==> src/avexp_pkg.sv <==
// ----------------------------------------------------------------------------
// avexp_pkg: shared definitions for the expression validator
// Verdict codes, divide tracking states, character constants and helpers.
// ----------------------------------------------------------------------------
package avexp_pkg;

    localparam int DEPTH_BITS = 16;

    typedef logic [DEPTH_BITS-1:0] t_depth;
    typedef logic [7:0]            t_char;

    typedef enum logic [2:0] {
        VERDICT_VALID   = 3'd0,
        VERDICT_EMPTY   = 3'd1,
        VERDICT_EXIT    = 3'd2,
        VERDICT_SYNTAX  = 3'd3,
        VERDICT_INVALID = 3'd4,
        VERDICT_DIVZERO = 3'd5
    } t_verdict;

    typedef enum logic [1:0] {
        DIV_IDLE  = 2'd0,
        DIV_SLASH = 2'd1,
        DIV_ZERO  = 2'd2
    } t_div_track;

    localparam t_char CH_NUL    = 8'h00;
    localparam t_char CH_EXIT   = 8'h65;  // 'e'
    localparam t_char CH_ZERO   = 8'h30;  // '0'
    localparam t_char CH_NINE   = 8'h39;  // '9'
    localparam t_char CH_PLUS   = 8'h2B;
    localparam t_char CH_MINUS  = 8'h2D;
    localparam t_char CH_STAR   = 8'h2A;
    localparam t_char CH_SLASH  = 8'h2F;
    localparam t_char CH_OPEN   = 8'h28;
    localparam t_char CH_CLOSE  = 8'h29;
    localparam t_char CH_SPACE  = 8'h20;

    function automatic logic is_op(input t_char c);
        return (c == CH_PLUS) || (c == CH_MINUS) || (c == CH_STAR) || (c == CH_SLASH);
    endfunction

    function automatic logic is_digit(input t_char c);
        return (c >= CH_ZERO) && (c <= CH_NINE);
    endfunction

endpackage

==> src/arith_expression_validator_core.sv <==
// ----------------------------------------------------------------------------
// arith_expression_validator_core: streaming expression checker
// Takes one byte per request and returns a verdict on each terminator byte.
// ----------------------------------------------------------------------------
// A terminator's byte passes through the input register, then its verdict is registered in the output register.
// Throughput: one byte per cycle, but a terminator waits while an untaken verdict holds the output register.
// Bytes other than the terminator give no result and never wait on the output side.
// Reset (synchronous, active low) empties both registers and restores the start state.
module arith_expression_validator_core
    import avexp_pkg::*;
(
    input  logic       i_clk,
    input  logic       i_rst_n,
    input  logic       i_in_valid,
    output logic       o_in_ready,
    input  logic [7:0] i_char_in,
    output logic       o_out_valid,
    input  logic       i_out_ready,
    output logic [2:0] o_verdict
);

    logic       r_in_valid;
    t_char      r_char;
    logic       r_out_valid;
    t_verdict   r_verdict;

    t_depth     r_depth,    n_depth;
    logic       r_prev_op,  n_prev_op;
    t_div_track r_div,      n_div;
    logic       r_at_first, n_at_first;
    t_verdict   r_code,     n_code;
    t_verdict   n_verdict;

    logic       w_is_term;
    logic       w_advance;

    assign w_is_term  = (r_char == CH_NUL);
    // Only a terminator needs room in the output register.
    assign w_advance  = r_in_valid && (!w_is_term || !r_out_valid || i_out_ready);
    assign o_in_ready = !r_in_valid || w_advance;

    // Next state of the scanner.
    always_comb begin
        logic v_done;
        v_done     = 1'b0;
        n_depth    = r_depth;
        n_prev_op  = r_prev_op;
        n_div      = r_div;
        n_at_first = r_at_first;
        n_code     = r_code;
        if (w_is_term) begin
            n_depth    = '0;
            n_prev_op  = 1'b0;
            n_div      = DIV_IDLE;
            n_at_first = 1'b1;
            n_code     = VERDICT_VALID;
        end else begin
            n_at_first = 1'b0;
            if (r_at_first && r_char == CH_EXIT) begin
                n_code = VERDICT_EXIT;
            end else if (r_code == VERDICT_VALID) begin
                case (r_div)
                    DIV_ZERO: begin
                        if (r_char == CH_SPACE || r_char == CH_CLOSE || is_op(r_char)) begin
                            n_code = VERDICT_DIVZERO;
                            v_done = 1'b1;
                        end else begin
                            n_div = DIV_IDLE;
                        end
                    end
                    DIV_SLASH: begin
                        if (r_char == CH_SPACE) begin
                            v_done = 1'b1;
                        end else begin
                            n_div = (r_char == CH_ZERO) ? DIV_ZERO : DIV_IDLE;
                        end
                    end
                    default: begin
                    end
                endcase
                if (!v_done && r_char != CH_SPACE) begin
                    if (is_digit(r_char) || is_op(r_char)
                        || r_char == CH_OPEN || r_char == CH_CLOSE) begin
                        if (r_char == CH_OPEN && (&r_depth)) begin
                            n_code = VERDICT_SYNTAX;
                        end else if (r_char == CH_CLOSE && r_depth == '0) begin
                            n_code = VERDICT_SYNTAX;
                        end else if (r_prev_op && is_op(r_char)) begin
                            n_code = VERDICT_SYNTAX;
                        end else begin
                            if (r_char == CH_OPEN) begin
                                n_depth = r_depth + t_depth'(1);
                            end else if (r_char == CH_CLOSE) begin
                                n_depth = r_depth - t_depth'(1);
                            end
                            n_prev_op = is_op(r_char);
                            if (r_char == CH_SLASH) begin
                                n_div = DIV_SLASH;
                            end
                        end
                    end else begin
                        n_code = VERDICT_INVALID;
                    end
                end
            end
        end
    end

    // Verdict for a terminator, in order of priority.
    always_comb begin
        if (r_at_first) begin
            n_verdict = VERDICT_EMPTY;
        end else if (r_code != VERDICT_VALID) begin
            n_verdict = r_code;
        end else if (r_div == DIV_ZERO) begin
            n_verdict = VERDICT_DIVZERO;
        end else if (r_depth != '0) begin
            n_verdict = VERDICT_SYNTAX;
        end else begin
            n_verdict = VERDICT_VALID;
        end
    end

    always_ff @(posedge i_clk) begin
        if (!i_rst_n) begin
            r_in_valid <= 1'b0;
        end else if (o_in_ready) begin
            r_in_valid <= i_in_valid;
        end
        if (o_in_ready && i_in_valid) begin
            r_char <= i_char_in;
        end
    end

    always_ff @(posedge i_clk) begin
        if (!i_rst_n) begin
            r_depth    <= '0;
            r_prev_op  <= 1'b0;
            r_div      <= DIV_IDLE;
            r_at_first <= 1'b1;
            r_code     <= VERDICT_VALID;
        end else if (w_advance) begin
            r_depth    <= n_depth;
            r_prev_op  <= n_prev_op;
            r_div      <= n_div;
            r_at_first <= n_at_first;
            r_code     <= n_code;
        end
    end

    always_ff @(posedge i_clk) begin
        if (!i_rst_n) begin
            r_out_valid <= 1'b0;
        end else if (w_advance && w_is_term) begin
            r_out_valid <= 1'b1;
        end else if (i_out_ready) begin
            r_out_valid <= 1'b0;
        end
        if (w_advance && w_is_term) begin
            r_verdict <= n_verdict;
        end
    end

    assign o_out_valid = r_out_valid;
    assign o_verdict   = r_verdict;

    // A terminator always returns the scanner to its start state.
    a_term_restarts: assert property (@(posedge i_clk) disable iff (!i_rst_n)
        w_advance && w_is_term |=> r_at_first && r_depth == '0 && r_code == VERDICT_VALID)
        else $error("scanner not restarted after terminator");

    // An error can only be latched once the first byte has been seen.
    a_code_after_first: assert property (@(posedge i_clk) disable iff (!i_rst_n)
        r_code != VERDICT_VALID |-> !r_at_first)
        else $error("error latched before first byte");

    // Divide tracking is idle at the start of an expression.
    a_div_after_first: assert property (@(posedge i_clk) disable iff (!i_rst_n)
        r_div != DIV_IDLE |-> !r_at_first)
        else $error("divide pending at start of expression");

    // A waiting verdict is never overwritten by the next terminator.
    a_verdict_held: assert property (@(posedge i_clk) disable iff (!i_rst_n)
        r_out_valid && !i_out_ready |=> r_out_valid && $stable(r_verdict))
        else $error("pending verdict lost");

endmodule
==> config.mk <==
export PLATFORM = sky130hd
export DESIGN_NAME = arith_expression_validator_core
export DESIGN_NICKNAME = d
export VERILOG_FILES = /design/src/avexp_pkg.sv /design/src/arith_expression_validator_core.sv
export SDC_FILE = /design/constraint.sdc
export NUM_CORES = 1
export LEC_CHECK = 0
export BUFFER_PORTS_ARGS = -buffer_cell sky130_fd_sc_hd__buf_4
export CORE_MARGIN = 5
export CORE_UTILIZATION = 30
export CTS_CLUSTER_DIAMETER = 60
export DETAILED_ROUTE_END_ITERATION = 6
export MAX_ROUTING_LAYER = met4
export PLACE_DENSITY_LB_ADDON = 0.05
export SYNTH_ARGS = -nofsm -noshare
export SYNTH_HDL_FRONTEND = slang
export SYNTH_SLANG_ARGS = --single-unit
==> constraint.sdc <==
create_clock -name i_clk -period 3.7 [get_ports i_clk]
set_clock_uncertainty 0.15 [all_clocks]
set_input_delay 0.185 -clock i_clk [delete_from_list [all_inputs] [get_ports i_clk]]
set_output_delay 0.185 -clock i_clk [all_outputs]
set_load 0.01 [all_outputs]
; Yosys cells after proc, flatten, opt, wreduce, memory -nomap -nowiden
; Index checks and enable logic that the tools add are counted.
[classes]
eq_ne = 16
reduce_logical = 40
n_bitwise = 0
magnitude_cmp = 2
shift = 0
addsub = 2
mul = 0
div = 0
n_mux = 53
[op_table]
columns = operator, n
row1 = 16-bit two-way mux, 10
row2 = "8-bit by 6-bit == test with 1-bit output, second input constant", 8
row3 = 3-bit two-way mux, 12
row4 = 2-bit two-way mux, 13
row5 = "16-bit by 1-bit adder with 16-bit output, second input constant", 1
row6 = 16-bit zero test, 1
row7 = 1-bit two-way mux, 16
row8 = 16-bit AND reduction, 1
row9 = 16-bit nonzero test, 1
row10 = "16-bit by 1-bit subtractor with 16-bit output, second input constant", 1
row11 = 1-bit logical OR, 11
row12 = 1-bit logical AND, 9
row13 = 9-bit AND reduction, 1
row14 = 3-bit nonzero test, 3
row15 = "8-bit by 7-bit == test with 1-bit output, second input constant", 1
row16 = "8-bit by 6-bit greater-or-equal comparator with 1-bit output, second input constant", 1
row17 = "8-bit by 6-bit less-or-equal comparator with 1-bit output, second input constant", 1
row18 = 8-bit zero test, 1
row19 = "2-bit inequality test, second input constant", 4
row20 = "8-bit by 6-bit inequality test with 1-bit output, second input constant", 1
row21 = 8-bit AND reduction, 1
row22 = 2-bit nonzero test, 4
row23 = 1-bit zero test, 4
row24 = 2-bit one-hot mux with 2 select lines, 1
row25 = other kinds (6), 6
[word_totals]
ramBits = 0
romBits = 0
ff_bits = 36
latchBits = 0
n_memories = 0
word_cells = 122

; Depth between registers and ports, before layout
[logic_depth]
depth_word = 16
ltp_mapped = 13

; Worst setup path before layout
; OpenSTA, ideal clock, no wires.
[synth_path]
path_kind = register -> register
from = register r_char[6]
to = register r_depth[7]
slack_ps = 307
setup_time_ps = 70
required_time_ps = 3480
n_path_buf = 0
stages_incl_launch_ff = 13
arrival_time_ps = 3173
period_less_slack_ps = 3393
cell_sequence = edfxtp_1 nor3b_2 and3_4 nor3b_4 nand2_1 ha_1 a21o_1 a21oi_1 a21boi_0 o21a_1 o21ai_0 or4b_1 a21boi_1
[synth_between]
elab_chain_cells = 14
word_cells_on_any_way = 55
[synth_rtl]
columns = element, line_no
row1 = from (decl), arith_expression_validator_core.sv:23  ; t_char r_char;
row2 = from (signal assigned), arith_expression_validator_core.sv:131  ; r_char <= i_char_in;
row3 = 8-bit by 6-bit == test with 1-bit output, avexp_pkg.sv:40  ; return (c == CH_PLUS) || (c == CH_MINUS) || (c == CH_STAR) || (c == CH_SLASH);
row4 = 1-bit logical OR (3 in a row), avexp_pkg.sv:40
row5 = 1-bit logical OR, arith_expression_validator_core.sv:64  ; if (r_char == CH_SPACE || r_char == CH_CLOSE || is_op(r_char)) begin
row6 = 1-bit two-way mux, arith_expression_validator_core.sv:64
row7 = 1-bit one-hot mux with 2 select lines, arith_expression_validator_core.sv:62  ; case (r_div)
row8 = 1-bit two-way mux, arith_expression_validator_core.sv:61  ; end else if (r_code == VERDICT_VALID) begin
row9 = 1-bit two-way mux, arith_expression_validator_core.sv:59  ; if (r_at_first && r_char == CH_EXIT) begin
row10 = 1-bit two-way mux, arith_expression_validator_core.sv:51  ; if (w_is_term) begin
row11 = 1-bit zero test, arith_expression_validator_core.sv:81  ; if (!v_done && r_char != CH_SPACE) begin
row12 = 1-bit logical AND, arith_expression_validator_core.sv:81
row13 = 2-bit nonzero test (no source line), n/a
row14 = 9-bit AND reduction (no source line), n/a
row15 = to (signal assigned), arith_expression_validator_core.sv:143  ; r_depth <= n_depth;
row16 = to (decl), arith_expression_validator_core.sv:27  ; t_depth r_depth, n_depth;
; Several ways; a longest one is shown, not always the timed one. The select of a mux whose other input is x is not followed.
; A chain may end at the register's enable or synchronous reset.

; Final worst setup path
; Ends and elaborated chain as after synthesis.

==> results.ini <==
[cells_and_area]
num-nets-final=360
drive_gt1_share_pct=12.35
fin_util_pct=36.35
instances_no_fill=437
syn2layout_area_growth_pct=18.22
antennaDiodeCount=0
nFillCells=878
fin_area_sq_um=2972

[status]
status=completed

[floorplanning]
core_area_sq_um=8175
num_io_pins=17
row_count=33
die_area_sq_um=10310
die_w_um=101.5
start_util_pct=30.75
dieHeight_um=101.5

[setup_path]
crit_fanout=12
critPathMaxStageDelay_ns=0.46
startpoint=r_char[6]
crit_arrival_ns=3.43
worstSetupEndpointType=register
path_class=reg -> reg
start_kind=register
reg2regPathDepth=12
reg2reg_from=r_char[6]
setup.worst_path.end=r_depth[7]
worstPathCellList=nor3b_2 -> and3_4 -> nor3b_4 -> nand2_4 -> ha_1 -> a21o_1 -> a21oi_1 -> a21boi_0 -> o21a_1 -> o21ai_0 -> or4b_1 -> a21boi_1
crit_required_ns=3.77
worst_path_max_delay_cell=edfxtp_1
r2r_slack_ns=0.34
r2r_end=r_depth[7]

[grt]
grt_max_degree=31
grtUsageTotal_pct=14.47
grt_pass1_vias=2289
antenna_found_initial=0
grt_pass1_wl_mm=11.56
grt_overflow=0

[sta]
final_max_slew_viol_count=0
setup_viol=0
finalCriticalPeriod_ns=3.363
max_freq_mhz=297.4
fin_crit_sh_pct=90.89
final_hold_viol_count=0
slew_headroom_pct=45.56
worstMarginPinSlew_ns=0.8129

[pwr]
p_leak_nw=1.163
clockPowerShare_pct=35.5
vdd_drop_max_uv=149.4
seqPwrFrac_pct=55.9
p_int_uw=581.4
p_total_uw=769.5
power_switching_uw=188.1
switching_share_pct=24.45
combPwrFrac_pct=8.6
powerDensity_nw_per_um2=259.0

[yosys]
seq_area_frac_synth_pct=33.05
postSynthCellCount=300
synth_warnings=0
ys_ff_latch=36
synth_edf_count=11
syn-num-nets=329
async_reset_ff_share_pct=0
synth_area_leaders=dfxtp_1 20%, edfxtp_1 13%, ha_1 8.0%
syn_area_sq_um=2514
ys.flop_type=dfxtp_1
ys_top_cells_by_count=31 x nand3_1, 25 x dfxtp_1, 20 x nand2_1
netlist.area_leader.share_pct=19.91
syn_avg_cell_area_sq_um=8.379
synth_area_leader_cell=dfxtp_1
yosysMostFrequentCell=nand3_1
ys_types=54

[clocking]
insertion_delay_ns=0.29
cts_tree=built
cts_root_buffer=clkbuf_8
clk_pin_slew_ns=0.07
numCtsBuffers=5
cts_buffer_depth=2
postCtsSetupBuffers=0
htreeDepth=2
clock-sinks=36

[route]
finalWirelength_mm=6.732
vias=2307
via_per_inst=5.279
wl_per_cell_um=15.41
route.detailed.drc=0
first_pass_iters=4
ant_nets=0
drtIter0Drc=87

[placement]
io_buffers=16
place_congestion=0.7755
dpl.hpwl_mm=5.090
placed_area_sq_um=2795
dp_cells=421

[worst_hold_path]
hold_path.class=in -> reg

[job]
cap_violations=0

==> timing repair <==
item | CTS | global route
endpoints found under the hold margin | 8 | 0
resized for setup | 1 | 3
gates cloned | 0 | 0
endpoints found under the setup margin | 1 | 2
hold buffers | 8 | 0
==> final cells by class <==
| class | count | area [sq um] | share of cell area [%] |
|---|---|---|---|
| Multi-Input combinational cell | 239 | 1600 | 53.85 |
| Sequential cell | 36 | 830.8 | 27.96 |
| Timing Repair Buffer | 33 | 267.8 | 9.011 |
| Tap cell | 105 | 131.4 | 4.421 |
| Clock buffer | 7 | 76.32 | 2.568 |
| Inverter | 16 | 60.06 | 2.021 |
| Clock inverter | 1 | 5.005 | 0.1684 |
==> cell families after synthesis <==
kind of cell	share of synthesized area, %
compound gates	22.55
mux	0.3982
fa+ha+maj	8.761
flops	33.05
xor+xnor	3.485
simple gates	27.87
buf+inv	3.882
==> stage by stage <==
stage                     setup slack [ns]   TNS [ns]  hold slack [ns]
after floorplan                     0.3067          0           0.1339
after global placement             0.05892          0           0.2131
after detailed placement          -0.01107   -0.01107           0.2146
after CTS                           0.1126          0          0.01631
after global routing             -0.001682  -0.001682          0.05713
final                               0.3371          0          0.03115
==> worst max-delay path, delay by kind of cell, from the launching register on <==
kind / cells / cell delay [ns]
AOI/OAI and AO/OA: 6 / 0.98
DFF: 1 / 0.46
adders and majority gates: 1 / 0.38
and+or+nand+nor: 5 / 1.32
==> power by group through the flow <==
| stage | combinational, mW | clock [mW] | sequential [mW] |
|---|---|---|---|
| 2_1_floorplan | 0.0383 | 0 | 0.435 |
| 3_3_place_gp | 0.0595 | 0 | 0.440 |
| 3_5_place_dp | 0.0590 | 0 | 0.439 |
| 4_1_cts | 0.0662 | 0.288 | 0.430 |
| 5_1_grt | 0.0742 | 0.305 | 0.433 |
| 6_report | 0.0660 | 0.273 | 0.430 |
==> cell usage in the layout (no fill, tap or decap), types with 2 or more instances in the layout <==
master	Yosys	final
o21bai_1	2	2
or2_2	2	2
nor4_1	5	5
a21boi_1	3	3
a31oi_1	3	3
edfxtp_1	11	11
dlygate4sd3_1	0	8
o21ai_0	16	16
or3_1	5	5
nor3_1	9	9
ha_1	16	16
nand2b_1	3	3
a21o_1	3	3
nand4_1	12	12
inv_1	16	16
a21boi_0	18	18
nand3_1	31	31
xnor2_1	9	9
clkbuf_8	0	5
o211ai_1	3	3
nand2_1	20	19
nor2b_1	3	3
a21oi_1	18	18
o31ai_1	3	3
clkbuf_1	6	2
o21a_1	4	4
nor3b_1	2	2
nand3b_1	2	2
nor2_1	15	15
buf_4	0	25
dfxtp_1	25	25
and3_1	2	2
or4_1	5	5
and2_1	3	3
==> registers in the layout, summed over array words and instances, names as in the netlist <==
| signal | cells |
|---|---|
| r_div | 2 |
| r_at_first | 1 |
| r_depth | 16 |
| r_char | 8 |
| o_out_valid | 1 |
| o_verdict | 3 |
| r_prev_op | 1 |
| r_in_valid | 1 |
| r_code | 3 |
==> how the worst min path moves through the flow <==
stage	start	to	slack (ns)	cells past startpoint
finish	i_in_valid	r_in_valid	0.03	3
global route	i_in_valid	r_in_valid	0.06	3
CTS	i_in_valid	r_in_valid	0.02	3
detailed placement	i_char_in[3]	r_char[3]	0.21	1
global placement	i_char_in[3]	r_char[3]	0.21	1
floorplan	i_char_in[0]	r_char[0]	0.13	0
==> routing by layer <==
metal	GRT usage, %	share of wire, %
met5	-	0
met4	3.170	0.88
met3	2.273	4.4
met2	21.68	44
met1	20.52	51
Note: power is estimated with default switching activity, not from simulation.
